## config.mk

```make
export PLATFORM = sky130hd
export DESIGN_NAME = udp_ipv4_checksum_stream
export DESIGN_NICKNAME = d
export VERILOG_FILES = /design/src/rtl/udpcs_pkg.sv /design/src/rtl/udpcs_front.sv /design/src/rtl/udpcs_fifo.sv /design/src/rtl/udpcs_back.sv /design/src/rtl/udp_ipv4_checksum_stream.sv
export SDC_FILE = /design/constraint.sdc
export NUM_CORES = 1
export LEC_CHECK = 0
export ABC_AREA = 1
export BUFFER_PORTS_ARGS = -buffer_cell sky130_fd_sc_hd__buf_4
export CAP_MARGIN = 30
export CORE_UTILIZATION = 45
export CTS_BUF_LIST = sky130_fd_sc_hd__clkbuf_8
export DETAILED_ROUTE_END_ITERATION = 12
export PLACE_DENSITY = 0.74
export SYNTH_ARGS = -nofsm -noshare
export SYNTH_HDL_FRONTEND = slang
export SYNTH_SLANG_ARGS = --single-unit
```

## constraint.sdc

```tcl
create_clock -name clk -period 21.5 [get_ports clk]
set_input_delay 4.3 -clock clk [delete_from_list [all_inputs] [get_ports clk]]
set_output_delay 4.3 -clock clk [all_outputs]
set_load 0.05 [all_outputs]
```

## src/rtl/udpcs_pkg.sv

```systemverilog
// shared types and constants for the udp/ipv4 checksum stream block
// no dependencies; imported by every module of the block
package udpcs_pkg;

  localparam int WORD_W     = 16;
  localparam int RAW_W      = 20;  // ten 16-bit words summed without folding
  localparam int ACC_W      = 21;  // running sum plus one raw beat sum
  localparam int FIFO_DEPTH = 4;
  localparam int FIFO_AW    = $clog2(FIFO_DEPTH);
  localparam int FIFO_CW    = FIFO_AW + 1;
  localparam int IN_DATA_W  = 144;
  localparam int OUT_DATA_W = 16;

  // byte count codes
  localparam logic [1:0] BC_NONE = 2'd0;
  localparam logic [1:0] BC_ONE  = 2'd1;

  // one classified beat waiting for the accumulator
  typedef struct packed {
    logic             first;
    logic             last;
    logic [RAW_W-1:0] raw_sum;
  } beat_t;

  // queue status seen by the back end
  typedef struct packed {
    logic               full;
    logic               empty;
    logic [FIFO_CW-1:0] count;
  } fifo_stat_t;

endpackage

```

## src/rtl/udpcs_front.sv

```systemverilog
// front end: unpacks an input item and sums its header and payload words
// depends on udpcs_pkg
module udpcs_front import udpcs_pkg::*; (
  input  logic                 first_beat,
  input  logic                 last_beat,
  input  logic [IN_DATA_W-1:0] tdata,
  output beat_t                beat
);

  logic [WORD_W-1:0] data_word;
  logic [1:0]        byte_count;
  logic [31:0]       source_address;
  logic [31:0]       dest_address;
  logic [7:0]        protocol_number;
  logic [WORD_W-1:0] udp_length;
  logic [WORD_W-1:0] source_port;
  logic [WORD_W-1:0] dest_port;
  logic [WORD_W-1:0] payload;
  logic [RAW_W-1:0]  hdr_sum;

  // field unpacking
  assign data_word       = tdata[15:0];
  assign byte_count      = tdata[17:16];
  assign source_address  = tdata[49:18];
  assign dest_address    = tdata[81:50];
  assign protocol_number = tdata[89:82];
  assign udp_length      = tdata[105:90];
  assign source_port     = tdata[121:106];
  assign dest_port       = tdata[137:122];

  // payload word after padding of an odd byte
  always_comb begin
    case (byte_count)
      BC_NONE: payload = '0;
      BC_ONE:  payload = {data_word[15:8], 8'h00};
      default: payload = data_word;
    endcase
  end

  // pseudo-header plus udp header, checksum field taken as zero
  assign hdr_sum = RAW_W'(source_address[31:16]) + RAW_W'(source_address[15:0])
                 + RAW_W'(dest_address[31:16])   + RAW_W'(dest_address[15:0])
                 + RAW_W'(protocol_number)       + RAW_W'(udp_length)
                 + RAW_W'(source_port)           + RAW_W'(dest_port)
                 + RAW_W'(udp_length);

  always_comb begin
    beat.first   = first_beat;
    beat.last    = last_beat;
    beat.raw_sum = (first_beat ? hdr_sum : '0) + RAW_W'(payload);
  end

endmodule

```

## src/rtl/udpcs_fifo.sv

```systemverilog
// short register queue between the front end and the accumulator
// depends on udpcs_pkg
module udpcs_fifo import udpcs_pkg::*; (
  input  logic       clk,
  input  logic       rst_n,
  input  logic       push,
  input  beat_t      wr_beat,
  input  logic       pop,
  output beat_t      head,
  output fifo_stat_t stat
);

  beat_t              mem_r [FIFO_DEPTH];
  logic [FIFO_AW-1:0] wr_ptr_r, wr_ptr_nxt;
  logic [FIFO_AW-1:0] rd_ptr_r, rd_ptr_nxt;
  logic [FIFO_CW-1:0] count_r, count_nxt;

  // pointer and fill count
  always_comb begin
    wr_ptr_nxt = push ? wr_ptr_r + 1'b1 : wr_ptr_r;
    rd_ptr_nxt = pop ? rd_ptr_r + 1'b1 : rd_ptr_r;
    count_nxt  = count_r;
    if (push && !pop) begin
      count_nxt = count_r + 1'b1;
    end else if (pop && !push) begin
      count_nxt = count_r - 1'b1;
    end
  end

  always_ff @(posedge clk) begin
    if (!rst_n) begin
      wr_ptr_r <= '0;
      rd_ptr_r <= '0;
      count_r  <= '0;
    end else begin
      wr_ptr_r <= wr_ptr_nxt;
      rd_ptr_r <= rd_ptr_nxt;
      count_r  <= count_nxt;
    end
  end

  // storage
  always_ff @(posedge clk) begin
    if (push) begin
      mem_r[wr_ptr_r] <= wr_beat;
    end
  end

  assign head       = mem_r[rd_ptr_r];
  assign stat.count = count_r;
  assign stat.full  = (count_r == FIFO_CW'(FIFO_DEPTH));
  assign stat.empty = (count_r == '0);

endmodule

```

## src/rtl/udpcs_back.sv

```systemverilog
// back end: ones-complement accumulator with end-around carry and result register
// depends on udpcs_pkg
module udpcs_back import udpcs_pkg::*; (
  input  logic                  clk,
  input  logic                  rst_n,
  input  beat_t                 head,
  input  fifo_stat_t            stat,
  output logic                  pop,
  output logic                  out_tvalid,
  input  logic                  out_tready,
  output logic [OUT_DATA_W-1:0] out_tdata
);

  logic [WORD_W-1:0]     running_r, running_nxt;
  logic                  out_valid_r, out_valid_nxt;
  logic [OUT_DATA_W-1:0] out_data_r, out_data_nxt;
  logic [WORD_W-1:0]     base;
  logic [ACC_W-1:0]      total;
  logic [WORD_W:0]       fold1;
  logic [WORD_W-1:0]     acc;

  // a last item needs the result slot free or draining
  assign pop = !stat.empty && (!head.last || !out_valid_r || out_tready);

  // restart on a first item, then two end-around folds
  assign base  = head.first ? '0 : running_r;
  assign total = ACC_W'(base) + ACC_W'(head.raw_sum);
  assign fold1 = (WORD_W+1)'(total[WORD_W-1:0]) + (WORD_W+1)'(total[ACC_W-1:WORD_W]);
  assign acc   = fold1[WORD_W-1:0] + WORD_W'(fold1[WORD_W]);

  always_comb begin
    running_nxt   = running_r;
    out_valid_nxt = out_valid_r;
    out_data_nxt  = out_data_r;
    if (out_tready) begin
      out_valid_nxt = 1'b0;
    end
    if (pop) begin
      running_nxt = head.last ? '0 : acc;
      if (head.last) begin
        out_valid_nxt = 1'b1;
        out_data_nxt  = ~acc;
      end
    end
  end

  always_ff @(posedge clk) begin
    if (!rst_n) begin
      running_r   <= '0;
      out_valid_r <= 1'b0;
    end else begin
      running_r   <= running_nxt;
      out_valid_r <= out_valid_nxt;
    end
  end

  always_ff @(posedge clk) begin
    out_data_r <= out_data_nxt;
  end

  assign out_tvalid = out_valid_r;
  assign out_tdata  = out_data_r;

endmodule

```

## src/rtl/udp_ipv4_checksum_stream.sv

```systemverilog
// top level of the udp/ipv4 checksum stream block
// depends on udpcs_pkg, udpcs_front, udpcs_fifo, udpcs_back

// Computes the UDP-over-IPv4 Internet checksum of a datagram streamed as
// 16-bit payload beats, first payload byte in the upper half. The beat with
// in_tuser high also carries the pseudo-header and UDP header fields; the beat
// with in_tlast high closes the datagram and yields one 16-bit checksum item
// on the output, the ones complement of the folded sum (zero is sent as zero).
// One item is taken every cycle while the queue has room: the front end sums
// a beat's words in the cycle it is accepted and writes them to a four-entry
// queue, and the accumulator retires one queued beat per cycle unless a last
// beat waits for the result register to drain. The checksum is registered
// there; the queue absorbs output stalls, and in_tready drops only when it is full.
module udp_ipv4_checksum_stream import udpcs_pkg::*; (
  input  logic                  clk,
  input  logic                  rst_n,
  input  logic                  in_tvalid,
  output logic                  in_tready,
  // [15:0] data_word, [17:16] byte_count, [49:18] source_address,
  // [81:50] dest_address, [89:82] protocol_number, [105:90] udp_length,
  // [121:106] source_port, [137:122] dest_port, [143:138] zero
  input  logic [IN_DATA_W-1:0]  in_tdata,
  // [0] first_beat
  input  logic                  in_tuser,
  input  logic                  in_tlast,
  output logic                  out_tvalid,
  input  logic                  out_tready,
  // [15:0] checksum_value
  output logic [OUT_DATA_W-1:0] out_tdata
);

  beat_t      new_beat;
  beat_t      head;
  fifo_stat_t stat;
  logic       push;
  logic       pop;

  assign in_tready = !stat.full;
  assign push      = in_tvalid && in_tready;

  // classify and pre-sum each item
  udpcs_front u_front (
    .first_beat (in_tuser),
    .last_beat  (in_tlast),
    .tdata      (in_tdata),
    .beat       (new_beat)
  );

  // decoupling queue
  udpcs_fifo u_fifo (
    .clk     (clk),
    .rst_n   (rst_n),
    .push    (push),
    .wr_beat (new_beat),
    .pop     (pop),
    .head    (head),
    .stat    (stat)
  );

  // accumulate and emit
  udpcs_back u_back (
    .clk        (clk),
    .rst_n      (rst_n),
    .head       (head),
    .stat       (stat),
    .pop        (pop),
    .out_tvalid (out_tvalid),
    .out_tready (out_tready),
    .out_tdata  (out_tdata)
  );

  // queue never overfills
  a_count_bound: assert property (@(posedge clk) disable iff (!rst_n)
    stat.count <= FIFO_CW'(FIFO_DEPTH))
    else $error("queue count above depth");

  // back pressure only when the queue is full
  a_ready_full: assert property (@(posedge clk) disable iff (!rst_n)
    !in_tready |-> stat.count == FIFO_CW'(FIFO_DEPTH))
    else $error("in_tready low with room in queue");

  // a new result comes only from a retired last item
  a_result_src: assert property (@(posedge clk) disable iff (!rst_n)
    $rose(out_tvalid) |-> $past(pop && head.last))
    else $error("result without a last item");

  // nothing popped from an empty queue
  a_no_underflow: assert property (@(posedge clk) disable iff (!rst_n)
    pop |-> !stat.empty)
    else $error("pop from empty queue");

endmodule

```

==> key figures <==
Timing
  • Least-Margin Pin Slew: 0.799 ns
  • Slew Limit Fails: 0
  • RSZ-0062 raised after global routing: false
  • Sum of negative setup slack: 0 ns
  • Worst slew margin: a little under half
  • Fmax: between 90 and 100 MHz
  • Final min period: ~11 ns
  • Clock Skew: approximately 0.01 ns
  • Final clock period utilization by the worst path: between 50% and 60%
  • Final setup vio count: 0
  • Hold Fails Final Rpt: 0

Critical path
  • Worst r2r path cells: 45
  • CP dominant cell by count: nand2_1
  • Critical Path AT: 11.06 ns
  • Crit path largest cell delay: around 0.52 ns
  • R2R setup slack: 13.73 ns
  • Data required, critical path: 21.70 ns
  • Setup crit start: in_tdata[20]
  • Setup crit start kind: input port
  • Crit Path Category: input port to register
  • Worst-path maximum fanout: 5
  • Worst Setup End Kind: register
  • Slowest-stage cell, CP: fa_1
  • RR Endpoint: u_back.out_tdata[15]

Min path
  • HP Start: u_fifo.rd_ptr_r[1]
  • Worst hold path stage count: 2
  • Hold/Removal Path Class: register to register

CTS
  • H-tree depth: 4
  • Clk slew on worst S/H paths: 0.07 ns
  • Clk root buf: clkbuf_8
  • Clk sinks: 130
  • Post-CTS setup buffers: 0
  • Clk buf depth: 2
  • Clk_lat worst skew: around 0.46 ns
  • Hold_buf cts: 0
  • Num CTS Buffers: 17
  • Cts repair resizes: 0
  • CTS tree: done

Place
  • Port bufs: approximately 160
  • Placed wire-length estimate: ~19000 um
  • GPL Wtd Cong: ~0.91

Floorplan
  • Core area: about 24000 um2
  • Chip height: approximately 160 um
  • Die Wd: around 160 um
  • Starting Density: 45.7%
  • FP Rows: between 50 and 60
  • Die area: 25200 um2
  • I/O pin total: around 170

Drt
  • Detailed Routing Iterations Pass 1: 5
  • Via density: about 5
  • Vias: between 9000 and 10000
  • Routed WL per cell: approximately 13 um
  • Residual DRC count: 0
  • Post-route ant nets: 0
  • Initial DRC count: ~390
  • Final WL: approximately 24000 um

Synth
  • Mapped Area: 11100 um2
  • Syn nets: 1658
  • Synth Warn #: 0
  • Synthesized area per cell: between 8 and 9 um2
  • Post-Syn Instances: 1339
  • Multiplexer share of the synthesized area: 0%
  • Synth Area in Simple Gates: around a fifth
  • Seq/Total Area, Yosys: between 30% and 40%
  • Adder-cell area share of the yosys netlist: around a quarter
  • Main combinational cell family by area after synthesis: adder cells
  • Seq cells post-synth: 130
  • Number of distinct library cells after synthesis: 38
  • Post-Synth XOR/XNOR Area: under 10%
  • Synth Area in Compound Gates: 10.5%

Final layout
  • # diodes: 0
  • Commonest cells after routing, fill and taps aside: inv_1 (265), nand2_1 (252), buf_4 (169)
  • FF/Latch Area: ~3600 um2
  • Area occupied by multi-input gates: ~6400 um2
  • Final Util: between 50% and 60%
  • Area Overhead vs Synth: 18.0%
  • # nets final: 1826
  • Fill cell count: about 2300
  • Share of layout cells above drive strength 1: around 16%
  • Most common cell after layout, fill and taps aside: inv_1

GRT
  • Vias in the first global route: 8944
  • Total congestion overflow: 0
  • Gr usage total: around a fifth
  • Largest net degree at the start of global routing: 46
  • Antenna violations before repair: 0
  • First-pass GRT wire length: about 40000 um

Run
  • Max-cap viol count: 0

Status
  • Status: completed
-- worst max path at each step --
stage | endpoint | slack [ns] | depth (start not counted)
floorplan | u_fifo.mem_r[0][19] | 11.04 | 37
global placement | u_fifo.mem_r[3][19] | 10.20 | 38
CTS | u_fifo.mem_r[1][19] | 10.66 | 36
global route | u_fifo.mem_r[3][18] | 10.03 | 38
detailed placement | u_fifo.mem_r[0][19] | 10.17 | 36
finish | u_fifo.mem_r[1][19] | 10.64 | 36
-- cells in the mapped netlist (all sizes together) --
library cell	n	area share, %
a31oi	6	0.34
fa	77	14
a21o	2	0.14
xor2	31	2.5
o21ai	79	3.6
a32o	2	0.18
clkinv	1	0.034
nand4	8	0.45
inv	265	9.0
o21bai	4	0.27
o2111ai	1	0.079
dfxtp	26	4.7
a21oi	96	4.4
edfxtp	104	28
buf	1	0.068
o221ai	1	0.079
nand3	69	3.3
nor2	137	5.0
o22ai	17	0.96
nor3	4	0.18
nand3b	5	0.34
ha	92	10
a32oi	1	0.079
or2	6	0.34
a21boi	3	0.20
clkbuf	19	0.64
nand2	265	9.3
a221oi	1	0.079
xnor2	16	1.3
-- metal layers --
| layer | track usage, % | vias up | routed length [um] | share of wire [%] |
|---|---|---|---|---|
| met5 | 0 | - | 0 | 0 |
| met2 | 35.7 | 229 | 12000 | 50 |
| met1 | 23.4 | 4187 | 10100 | 42 |
| met3 | 4.47 | 30 | 1420 | 5.9 |
| li1 | - | 4637 | - | - |
| met4 | 6.42 | 0 | 435 | 1.8 |
-- cell type report --
type | count | area share (%)
inverter | 266 | 7.64
sequential | 130 | 27.9
tap | 324 | 3.10
clock buffer | 17 | 1.79
multi-input combinational | 923 | 48.6
timing repair buffer | 169 | 9.71
clock inverter | 15 | 1.28
-- cell families (layout without fill, tap and decap cells) --
logic type               after synthesis  count (layout)
flip-flops                           130             130
adder cells (fa/ha/maj)              169             169
AND/OR/NAND/NOR                      494             494
buffers and inverters                286             467
AO/OA/AOI/OAI                        213             213
XOR/XNOR                              47              47
-- critical path: cells and delay by family --
kind / cells / cell delay, ns
adders and majority gates: 7 / 3.06
AOI/OAI and AO/OA: 7 / 1.68
and+or+nand+nor: 14 / 1.24
buffers and inverters: 6 / 0.42
xor gates and xnor gates: 2 / 0.35
-- stage by stage --
stage               area, um2  std cells  setup slack [ns]  hold WS (ns)
CTS                     13100       1844             10.66         0.472
finish                  13100       1844             10.64         0.472
global placement        12700       1812             10.20         0.447
global route            13100       1844             10.03         0.488
floorplan               11100       1339             11.04         0.436
detailed placement      12700       1812             10.17         0.460
-- flip-flops by register name, summed over array words and instances (netlist names), named ones only --
signal / count
u_back.out_tdata: 16
u_back.running_r: 16
u_fifo.rd_ptr_r: 2
u_back.out_tvalid: 1
u_fifo.count_r: 3
u_fifo.mem_r: 88
u_fifo.wr_ptr_r: 2
Power is left out: the tool's default activity adds up to more than one toggle a clock period on the data nets, which glitch-free logic cannot reach.
